**src/hw/rtl/mks_pkg.sv**
```systemverilog
// Package with the shared types and constants of the matrix keypad scanner.
`timescale 1ns / 1ps

package mks_pkg;

	localparam int MKS_ROWS = 4;
	localparam int MKS_COLS = 4;

	// Configuration register indexes.
	localparam logic [2:0] CFG_KEY_MAP_ROW0  = 3'd0;
	localparam logic [2:0] CFG_KEY_MAP_ROW1  = 3'd1;
	localparam logic [2:0] CFG_KEY_MAP_ROW2  = 3'd2;
	localparam logic [2:0] CFG_KEY_MAP_ROW3  = 3'd3;
	localparam logic [2:0] CFG_REPEAT_WINDOW = 3'd4;

	localparam logic [31:0] KEY_MAP_ROW0_RST  = 32'h4133_3231;
	localparam logic [31:0] KEY_MAP_ROW1_RST  = 32'h4236_3534;
	localparam logic [31:0] KEY_MAP_ROW2_RST  = 32'h4339_3837;
	localparam logic [31:0] KEY_MAP_ROW3_RST  = 32'h4423_302A;
	localparam logic [15:0] REPEAT_WINDOW_RST = 16'd200;

	localparam logic [7:0]  CHAR_LOWER_A = 8'h61;
	localparam logic [7:0]  CHAR_LOWER_D = 8'h64;
	localparam logic [7:0]  CASE_OFFSET  = 8'h20;
	localparam logic [7:0]  NO_KEY       = 8'h00;
	localparam logic [15:0] MS_MAX       = 16'hFFFF;

	// key_map[r][c] is the code of row r, column c.
	typedef logic [3:0][3:0][7:0] key_map_t;

	typedef struct packed {
		logic [3:0] col_levels;
		logic       ms_tick;
		logic       serial_valid;
		logic [7:0] serial_byte;
	} in_item_t;

	typedef struct packed {
		logic [3:0] row_drive;
		logic       key_valid;
		logic [7:0] key_code;
		logic       serial_accept;
		logic       key_activity;
	} out_item_t;

	typedef struct packed {
		logic [1:0]  scan_row;
		logic        waiting_release;
		logic [1:0]  held_column;
		logic [7:0]  previous_key;
		logic [15:0] ms_since_key;
	} scan_state_t;

endpackage

```
**src/hw/rtl/mks_step.sv**
```systemverilog
// Next-state and result logic for one scanned item of the keypad scanner.
`timescale 1ns / 1ps

module mks_step #(
	parameter int ROWS = mks_pkg::MKS_ROWS,
	parameter int COLS = mks_pkg::MKS_COLS
) (
	input  mks_pkg::in_item_t    item,
	input  mks_pkg::scan_state_t cur,
	input  mks_pkg::key_map_t    key_map,
	input  logic [15:0]          repeat_window,
	output mks_pkg::scan_state_t nxt,
	output mks_pkg::out_item_t   result
);
	import mks_pkg::*;

	localparam logic [3:0] COL_MASK = 4'((1 << COLS) - 1);
	localparam logic [1:0] LAST_ROW = 2'(ROWS - 1);

	logic [3:0]  pressed;
	logic [15:0] ms_inc;
	logic [1:0]  low_col;
	logic [7:0]  scan_key;
	logic        try_serial;
	logic [7:0]  serial_ch;
	logic        ch_in_map;
	logic        accept;
	logic [7:0]  key;
	logic        report;
	logic [1:0]  row_after;
	logic        wait_after;
	logic [1:0]  held_after;

	assign pressed = ~item.col_levels & COL_MASK;
	assign ms_inc  = (item.ms_tick && cur.ms_since_key != MS_MAX) ?
		cur.ms_since_key + 16'd1 : cur.ms_since_key;

	always_comb begin
		priority if (pressed[0]) begin
			low_col = 2'd0;
		end else if (pressed[1]) begin
			low_col = 2'd1;
		end else if (pressed[2]) begin
			low_col = 2'd2;
		end else begin
			low_col = 2'd3;
		end
	end

	// Lowercase a to d fold to uppercase before the map lookup.
	assign serial_ch = (item.serial_byte >= CHAR_LOWER_A && item.serial_byte <= CHAR_LOWER_D) ?
		item.serial_byte - CASE_OFFSET : item.serial_byte;

	always_comb begin
		ch_in_map = 1'b0;
		for (int r = 0; r < 4; r++) begin
			for (int c = 0; c < 4; c++) begin
				if (key_map[r][c] == serial_ch) begin
					ch_in_map = 1'b1;
				end
			end
		end
	end

	always_comb begin
		scan_key   = NO_KEY;
		try_serial = 1'b0;
		row_after  = cur.scan_row;
		wait_after = cur.waiting_release;
		held_after = cur.held_column;
		if (cur.waiting_release) begin
			if (!pressed[cur.held_column]) begin
				scan_key   = key_map[cur.scan_row][cur.held_column];
				wait_after = 1'b0;
				row_after  = 2'd0;
				try_serial = (scan_key == NO_KEY);
			end
		end else if (pressed != 4'd0) begin
			held_after = low_col;
			wait_after = 1'b1;
		end else if (cur.scan_row >= LAST_ROW) begin
			try_serial = 1'b1;
			row_after  = 2'd0;
		end else begin
			row_after = cur.scan_row + 2'd1;
		end
	end

	assign accept = try_serial && item.serial_valid;
	assign key    = (accept && ch_in_map) ? serial_ch : scan_key;

	// A repeat of the last reported key is dropped inside the debounce window.
	assign report = (key != NO_KEY) &&
		!(key == cur.previous_key && ms_inc < repeat_window);

	assign nxt = '{
		scan_row:        row_after,
		waiting_release: wait_after,
		held_column:     held_after,
		previous_key:    report ? key : cur.previous_key,
		ms_since_key:    report ? 16'd0 : ms_inc
	};

	assign result.row_drive     = 4'hF & ~(4'b0001 << row_after);
	assign result.key_valid     = report;
	assign result.key_code      = report ? key : NO_KEY;
	assign result.serial_accept = accept;
	assign result.key_activity  = (pressed != 4'd0) || item.serial_valid;

endmodule

```
**src/hw/rtl/matrix_keypad_scanner.sv**
```systemverilog
// Top level of the 4x4 matrix keypad scanner with serial fallback.
//
//   channel  | direction | handshake            | payload
//   ---------+-----------+----------------------+-----------------------
//   in       | input     | in_valid / in_ready  | in_data  (in_item_t)
//   out      | output    | out_valid / out_ready| out_data (out_item_t)
//   cfg      | input     | cfg_we               | cfg_index, cfg_data
//
// Each item is held in the input register after acceptance, then the scan logic
// writes the result register and the state.
// One item is accepted every cycle while the output side keeps taking.
// A stalled output holds the result register and, behind it, the input
// register; in_ready drops only when both are full.
// Reset clears the scan state and loads the default key map and window.
`timescale 1ns / 1ps

module matrix_keypad_scanner #(
	parameter int ROWS = mks_pkg::MKS_ROWS,
	parameter int COLS = mks_pkg::MKS_COLS
) (
	input  logic               clk,
	input  logic               arst_n,
	input  logic               in_valid,
	output logic               in_ready,
	input  mks_pkg::in_item_t  in_data,
	output logic               out_valid,
	input  logic               out_ready,
	output mks_pkg::out_item_t out_data,
	input  logic               cfg_we,
	input  logic [2:0]         cfg_index,
	input  logic [31:0]        cfg_data
);
	import mks_pkg::*;

	key_map_t    key_map_q;
	logic [15:0] repeat_window_q;
	scan_state_t state_q;
	scan_state_t state_nxt;
	in_item_t    item_s1;
	logic        valid_s1;
	out_item_t   result;
	logic        advance;

	assign advance  = valid_s1 && (!out_valid || out_ready);
	assign in_ready = !valid_s1 || advance;

	mks_step #(
		.ROWS(ROWS),
		.COLS(COLS)
	) u_step (
		.item          (item_s1),
		.cur           (state_q),
		.key_map       (key_map_q),
		.repeat_window (repeat_window_q),
		.nxt           (state_nxt),
		.result        (result)
	);

	always_ff @(posedge clk or negedge arst_n) begin
		if (!arst_n) begin
			key_map_q[0]    <= KEY_MAP_ROW0_RST;
			key_map_q[1]    <= KEY_MAP_ROW1_RST;
			key_map_q[2]    <= KEY_MAP_ROW2_RST;
			key_map_q[3]    <= KEY_MAP_ROW3_RST;
			repeat_window_q <= REPEAT_WINDOW_RST;
		end else if (cfg_we) begin
			unique case (cfg_index)
				CFG_KEY_MAP_ROW0:  key_map_q[0] <= cfg_data;
				CFG_KEY_MAP_ROW1:  key_map_q[1] <= cfg_data;
				CFG_KEY_MAP_ROW2:  key_map_q[2] <= cfg_data;
				CFG_KEY_MAP_ROW3:  key_map_q[3] <= cfg_data;
				CFG_REPEAT_WINDOW: repeat_window_q <= cfg_data[15:0];
				default: begin
				end
			endcase
		end
	end

	always_ff @(posedge clk or negedge arst_n) begin
		if (!arst_n) begin
			valid_s1  <= 1'b0;
			out_valid <= 1'b0;
			state_q   <= '0;
		end else begin
			if (in_ready) begin
				valid_s1 <= in_valid;
			end
			if (advance) begin
				out_valid <= 1'b1;
				state_q   <= state_nxt;
			end else if (out_ready) begin
				out_valid <= 1'b0;
			end
		end
	end

	always_ff @(posedge clk) begin
		if (in_ready && in_valid) begin
			item_s1 <= in_data;
		end
		if (advance) begin
			out_data <= result;
		end
	end

endmodule

```
**config.mk**
```make
export PLATFORM = sky130hd
export DESIGN_NAME = matrix_keypad_scanner
export DESIGN_NICKNAME = d
export VERILOG_FILES = /design/src/hw/rtl/mks_pkg.sv /design/src/hw/rtl/mks_step.sv /design/src/hw/rtl/matrix_keypad_scanner.sv
export SDC_FILE = /design/constraint.sdc
export NUM_CORES = 1
export LEC_CHECK = 0
export BUFFER_PORTS_ARGS = -buffer_cell sky130_fd_sc_hd__buf_2
export CORE_UTILIZATION = 55
export CTS_CLUSTER_DIAMETER = 40
export DETAILED_ROUTE_END_ITERATION = 10
export PLACE_DENSITY = 0.73
export SYNTH_ARGS = -nofsm -noshare
export SYNTH_HDL_FRONTEND = slang
export SYNTH_HIERARCHICAL = 1
export SYNTH_SLANG_ARGS = --single-unit
```
**constraint.sdc**
```tcl
create_clock -name clk -period 9.2 [get_ports clk]
set_input_delay 1.84 -clock clk [delete_from_list [all_inputs] [get_ports clk]]
set_output_delay 1.84 -clock clk [all_outputs]
set_load 0.02 [all_outputs]
```
# Word level (Yosys, flattened, before mapping)
# Cells that the tools add are included.
word_totals:
  reg_bits: 204
  word_cells: 138
  inputBits: 54
  output_inout_bits: 17
classes:
  eq_ne: 22
  add_sub_neg: 3
  reduce_logical: 26
  mux: 44
  bitwise_logic: 3
  magnitude_cmp: 6
  shifts: 1
ops:
  columns: ["operator", "count"]
  rows:
  - ["$eq 8x8->1", 17]
  - ["$bmux 32 s2", 1]
  - ["$mux 8", 5]
  - ["$mux 16", 2]
  - ["$mux 32", 1]
  - ["$mux 1", 27]
  - ["$add 16x1->16 const B", 1]
  - ["$bmux 8 s2", 1]
  - ["$lt 16x16->1", 1]
  - ["$ne 16x16->1 const B", 1]
  - ["$mux 2", 6]
  - ["$reduce_and 2->1", 6]
  - ["$ge 8x7->1 const B", 1]
  - ["$le 8x7->1 const B", 1]
  - ["$logic_and 1x1->1", 8]
  - ["$logic_not 8->1", 1]
  - ["$not 4->4", 2]
  - ["$reduce_bool 8->1", 1]
  - ["$sub 8x6->8 const B", 1]
  - ["$eq 3x2->1 const B", 2]
  - ["$lt 2x3->1 const B", 2]
  - ["$reduce_bool 4->1", 1]
  - ["$shl 1x2->4 const A", 1]
  - ["$eq 3x1->1 const B", 1]
  - ["10 further kinds", 14]

# Logic depth before layout (Yosys ltp)
depth:
  depth_word: 27
  ltp_mapped: 22

# Cells and area by module
# The synthesis kept the hierarchy.
by_module_without_submodules:
  columns: ["mod", "area_per_inst_um2", "cells_per_inst", "n_inst"]
  rows:
  - ["matrix_keypad_scanner", 7818.7, 408, 1]
  - ["mks_step", 4823.4, 647, 1]

# Worst setup path after synthesis
# OpenSTA, ideal clock, no wires.
synth_timing:
  kind: "register -> register"
  start: "register state_q[0] (netlist name)"
  end: "register state_q[17] (netlist name)"
  stages_incl_launch_ff: 22
  path_buffers: 1
  path_slack_ps: 5144
  t_required_ps: 9075
  setup_time_ps: 125
  t_arrival_ps: 3931
  period_less_slack_ps: 4056
  path_cell_list: "dfrtp_1 -> ha_1 -> nand4_1 -> o31a_1 -> and2_1 -> nand4_1 -> nor2_1 -> nand2_1 -> xor2_1 -> inv_1 -> ha_1 -> and4_1 -> o21ai_0 -> a2111o_1 -> a31oi_1 -> nor3_1 -> nand4_1 -> o211ai_2 -> a21oi_4 -> buf_6 -> o22ai_2 -> mux2_2"
synth_via:
  elab_chain_cells: 8
  word_cells_on_any_way: 9
synth_rtl:
  columns: ["item", "line", "text"]
  rows:
  - ["from (decl)", "matrix_keypad_scanner.sv:37", "scan_state_t state_q;"]
  - ["from (signal assigned)", "matrix_keypad_scanner.sv:90", "state_q <= state_nxt;"]
  - ["parallel branches: the longest is 2 deep, another holds $add 16x1->16", null, null]
  - ["$mux 16 *", "mks_step.sv:35", "assign ms_inc = (item.ms_tick && cur.ms_since_key != MS_MAX) ?"]
  - ["$lt 16x16->1 *", "mks_step.sv:94", "!(key == cur.previous_key && ms_inc < repeat_window);"]
  - ["$logic_and 1x1->1 *", "mks_step.sv:94", null]
  - ["$logic_not 1->1 *", "mks_step.sv:94", null]
  - ["$logic_and 1x1->1 *", "mks_step.sv:93", "assign report = (key != NO_KEY) &&"]
  - ["$reduce_and 2->1 (no source line) *", null, null]
# Every way passes the cells marked *.
# A chain may end at the register's enable or synchronous reset.

==> reports/summary.txt <==
Global-route usage over all layers: 0.293
Routing usage on met3: 0.0524
First-pass GRT wire length: 53400 µm
Via density per instance: 6.37
Post-CTS sizing: 0
DRC violation total after the first TritonRoute iteration: 876
Most used routing layer: met2
Vias in the first global route: 9203
Pins Over Slew Limit: 0
Die span in y: 154 µm
Post-synthesis xor/xnor area fraction: 0.0804
CTS tree: built
Initial Util: 0.560
Dominant cells by area after synthesis: sky130_fd_sc_hd__dfrtp_1, sky130_fd_sc_hd__dfstp_2, sky130_fd_sc_hd__mux2_2
Cells after DPL: 1363
Number of nets in the final layout: 1186
Share of synthesized cell area in and, or, nand and nor gates: 0.0880
Clock transition at the registers of the reported paths: 0.05 ns
Worst-path fanout max: 26
Worst clock skew: 0.0232 ns
Pin count of the biggest net entering global routing: 74
Buffer depth of the longest clock path: 3
Post-CTS setup buffer count: 0
Mean routed wirelength per cell: 23.7 µm
Grt ovf: 0
Final hold vios: 0
Number of enable-type register cells in the synthesized netlist: 29
Share of cell area taken by muxes after synthesis: 0.243
Row count: 55
Core Box Area: 0.0226 mm²
Share of the synthesized area in the top cell type: 0.241
Setup CP Type: reg2reg
Critical Path RT: 9.57 ns
Non-Filler Instances: 1425
Total of buffers placed on input and output ports: 70
Root buf cell: sky130_fd_sc_hd__clkbuf_16
Remaining antenna violation count: 0
Final wirelength: 33800 µm
Cell type with the largest total area after synthesis: sky130_fd_sc_hd__dfrtp_1
Antenna violations before repair: 0
Via count: 9072
Met2 track demand over resource in global routing: 0.459
Final RePlAce weighted congestion: 0.995
Post-CTS Hold Fix Bufs: 0
Slew at the pin with the worst max-slew slack: 1.18 ns
Horizontal extent of the die: 154 µm
Synth warnings: 6
Total setup violations reported at the end of the flow: 0
Post-Syn Area: 0.0126 mm²
Number of clock buffers inserted by TritonCTS: 34
CTS sink cnt: 204
Number of nets in the synthesized netlist: 1127
Most common cell after layout, fill and taps aside: sky130_fd_sc_hd__dfrtp_1
Antenna diode count: 0
Sequential fraction of the synthesis area: 0.421
Normalized max-slew margin: 0.212
Highest-count cells in the layout ignoring fill and taps: sky130_fd_sc_hd__dfrtp_1, sky130_fd_sc_hd__mux2_2, sky130_fd_sc_hd__buf_2, sky130_fd_sc_hd__xor2_1, sky130_fd_sc_hd__mux2_4
Synthesized flop and latch total: 204
Outcome: finished clean
Setup Total Neg Slack: 0 ns
Layout cell share with drive strength beyond 1: 0.364
Total power draw: 0.00385 W
Synth cell types: 78
Max VDD drop: 0.170 mV
Insertion delay of the later-clocked pin in the worst-skew pair: 0.51 ns
Area growth, synth to finish: 12.4%
Maximum level of the CTS H-tree: 2
Unrepaired setup endpoints after global routing: no
Post-Syn Area per Cell: 12.0 µm²
Adder-cell share of the synthesized area: 0.0178
Fraction of met1 tracks used by global routing: 0.406
Final critical-path share of the clock period: 0.587
Drt drc: 0
Critical path data arrival time: 5.78 ns
Kind of start point of the critical path: register
Min-Delay Path Class: reg2reg
Die area: 0.0236 mm²
Number of filler cells placed in the layout: 1813
Combinational family with the most area after synthesis: multiplexers
Sort of element at the end of the critical path: register
Period minus WS final: 5.40 ns
Leakage: 5.95 nW
First-pass iteration count of the detailed router: 7
Primary FF master, synth: sky130_fd_sc_hd__dfrtp_1
Number of max-capacitance violations reported: 0
P per Cell Area: 271 mW/mm²
Top Ports: 71
Maximum clock frequency: 185 MHz
Post-synthesis compound-gate area fraction: 0.0988
Async set-or-reset flop fraction in the synthesized netlist: 0.858
Detailed Place HPWL: 23400 µm
Count of mapped cells out of synthesis: 1055
==> cell type report <==
class                   count  area, µm²  area share
repair buffers             87        484      0.0341
flip-flops and latches    204       5320       0.374
well taps                 285        357      0.0251
inverters                  55        206      0.0145
multi-input cells         732       6700       0.472
clock inverters            18        161      0.0114
clock buffers              44        983      0.0692
==> critical path: stages (launching register included) <==
cell	delay (ns)
sky130_fd_sc_hd__edfxtp_1	0.75
sky130_fd_sc_hd__inv_1	0.45
sky130_fd_sc_hd__ha_1	0.43
sky130_fd_sc_hd__nand4bb_1	0.15
sky130_fd_sc_hd__o41ai_4	0.97
sky130_fd_sc_hd__xnor2_1	0.14
sky130_fd_sc_hd__a2111o_1	0.42
sky130_fd_sc_hd__o32ai_1	0.21
sky130_fd_sc_hd__nand4bb_1	0.18
sky130_fd_sc_hd__o31a_4	0.26
sky130_fd_sc_hd__o211ai_2	0.14
sky130_fd_sc_hd__a21oi_4	0.68
sky130_fd_sc_hd__mux2i_1	0.16
sky130_fd_sc_hd__mux2_2	0.29
==> state kept, by name (all words and copies together), names as in the netlist <==
register / flops
item_s1: 14
valid_s1: 1
state_q: 29
out_valid: 1
out_data: 15
repeat_window_q: 16
key_map_q: 128
==> Yosys cell counts, drive strengths merged (6+ instances only) <==
cell / number
a211oi: 8
a21oi: 25
a221oi: 11
a22oi: 15
a2bb2oi: 6
buf: 51
clkbuf: 13
dfrtp: 122
dfstp: 53
edfxtp: 29
ha: 18
inv: 55
mux2: 179
mux2i: 47
mux4: 16
nand2: 39
nand2b: 13
nand3: 21
nand4: 11
nor2: 50
nor2b: 7
nor3: 18
nor4: 13
o2111ai: 9
o211ai: 8
o21ai: 8
o221ai: 9
o22ai: 10
xnor2: 47
xor2: 69
==> layer usage <==
layer  wire [µm]  share of wire
met4        1170          0.035
met2       15200           0.45
met5           0              0
met3        2700          0.080
met1       14700           0.44
==> final timing paths <==
| kind | startpoint | end | slack (ns) | depth (start not counted) |
|---|---|---|---|---|
| setup / recovery | item_s1[5] | state_q[23] | 3.80 | 13 |
| hold / removal | valid_s1 | out_valid | 0.50 | 1 |
| setup reg to reg | item_s1[5] | state_q[23] | 3.80 | 13 |
| hold reg to reg | valid_s1 | out_valid | 0.50 | 1 |
| max in group asynchronous | arst_n | state_q[0] | 6.75 | 2 |
| min in group asynchronous | arst_n | key_map_q[124] | 1.22 | 1 |
==> through the flow <==
step / util / hold slack [ns] / area, µm² / setup WS [ns]
2_1_floorplan: - / 0.457 / 12600 / 5.14
3_3_place_gp: 0.579 / 0.477 / 13100 / 4.14
3_5_place_dp: 0.579 / 0.496 / 13100 / 4.01
4_1_cts: 0.630 / 0.505 / 14200 / 3.97
5_1_grt: 0.630 / 0.522 / 14200 / 3.62
6_report: 0.630 / 0.501 / 14200 / 3.80
==> cells by family (layout without fill, tap and decap cells) <==
group,count (synthesis),after routing
flip-flops,204,204
multiplexers,242,242
AO/OA/AOI/OAI,153,153
XOR/XNOR,116,116
buffers and inverters,119,204
adder cells (fa/ha/maj),18,18
AND/OR/NAND/NOR,203,203
==> power breakdown <==
part	internal, W	switching, W
clock	0.000796	0.000459
combinational	0.000553	0.000678
sequential	0.00115	0.000217
total	0.00250	0.00135
No activity file was read; power rests on OpenSTA's default activity.
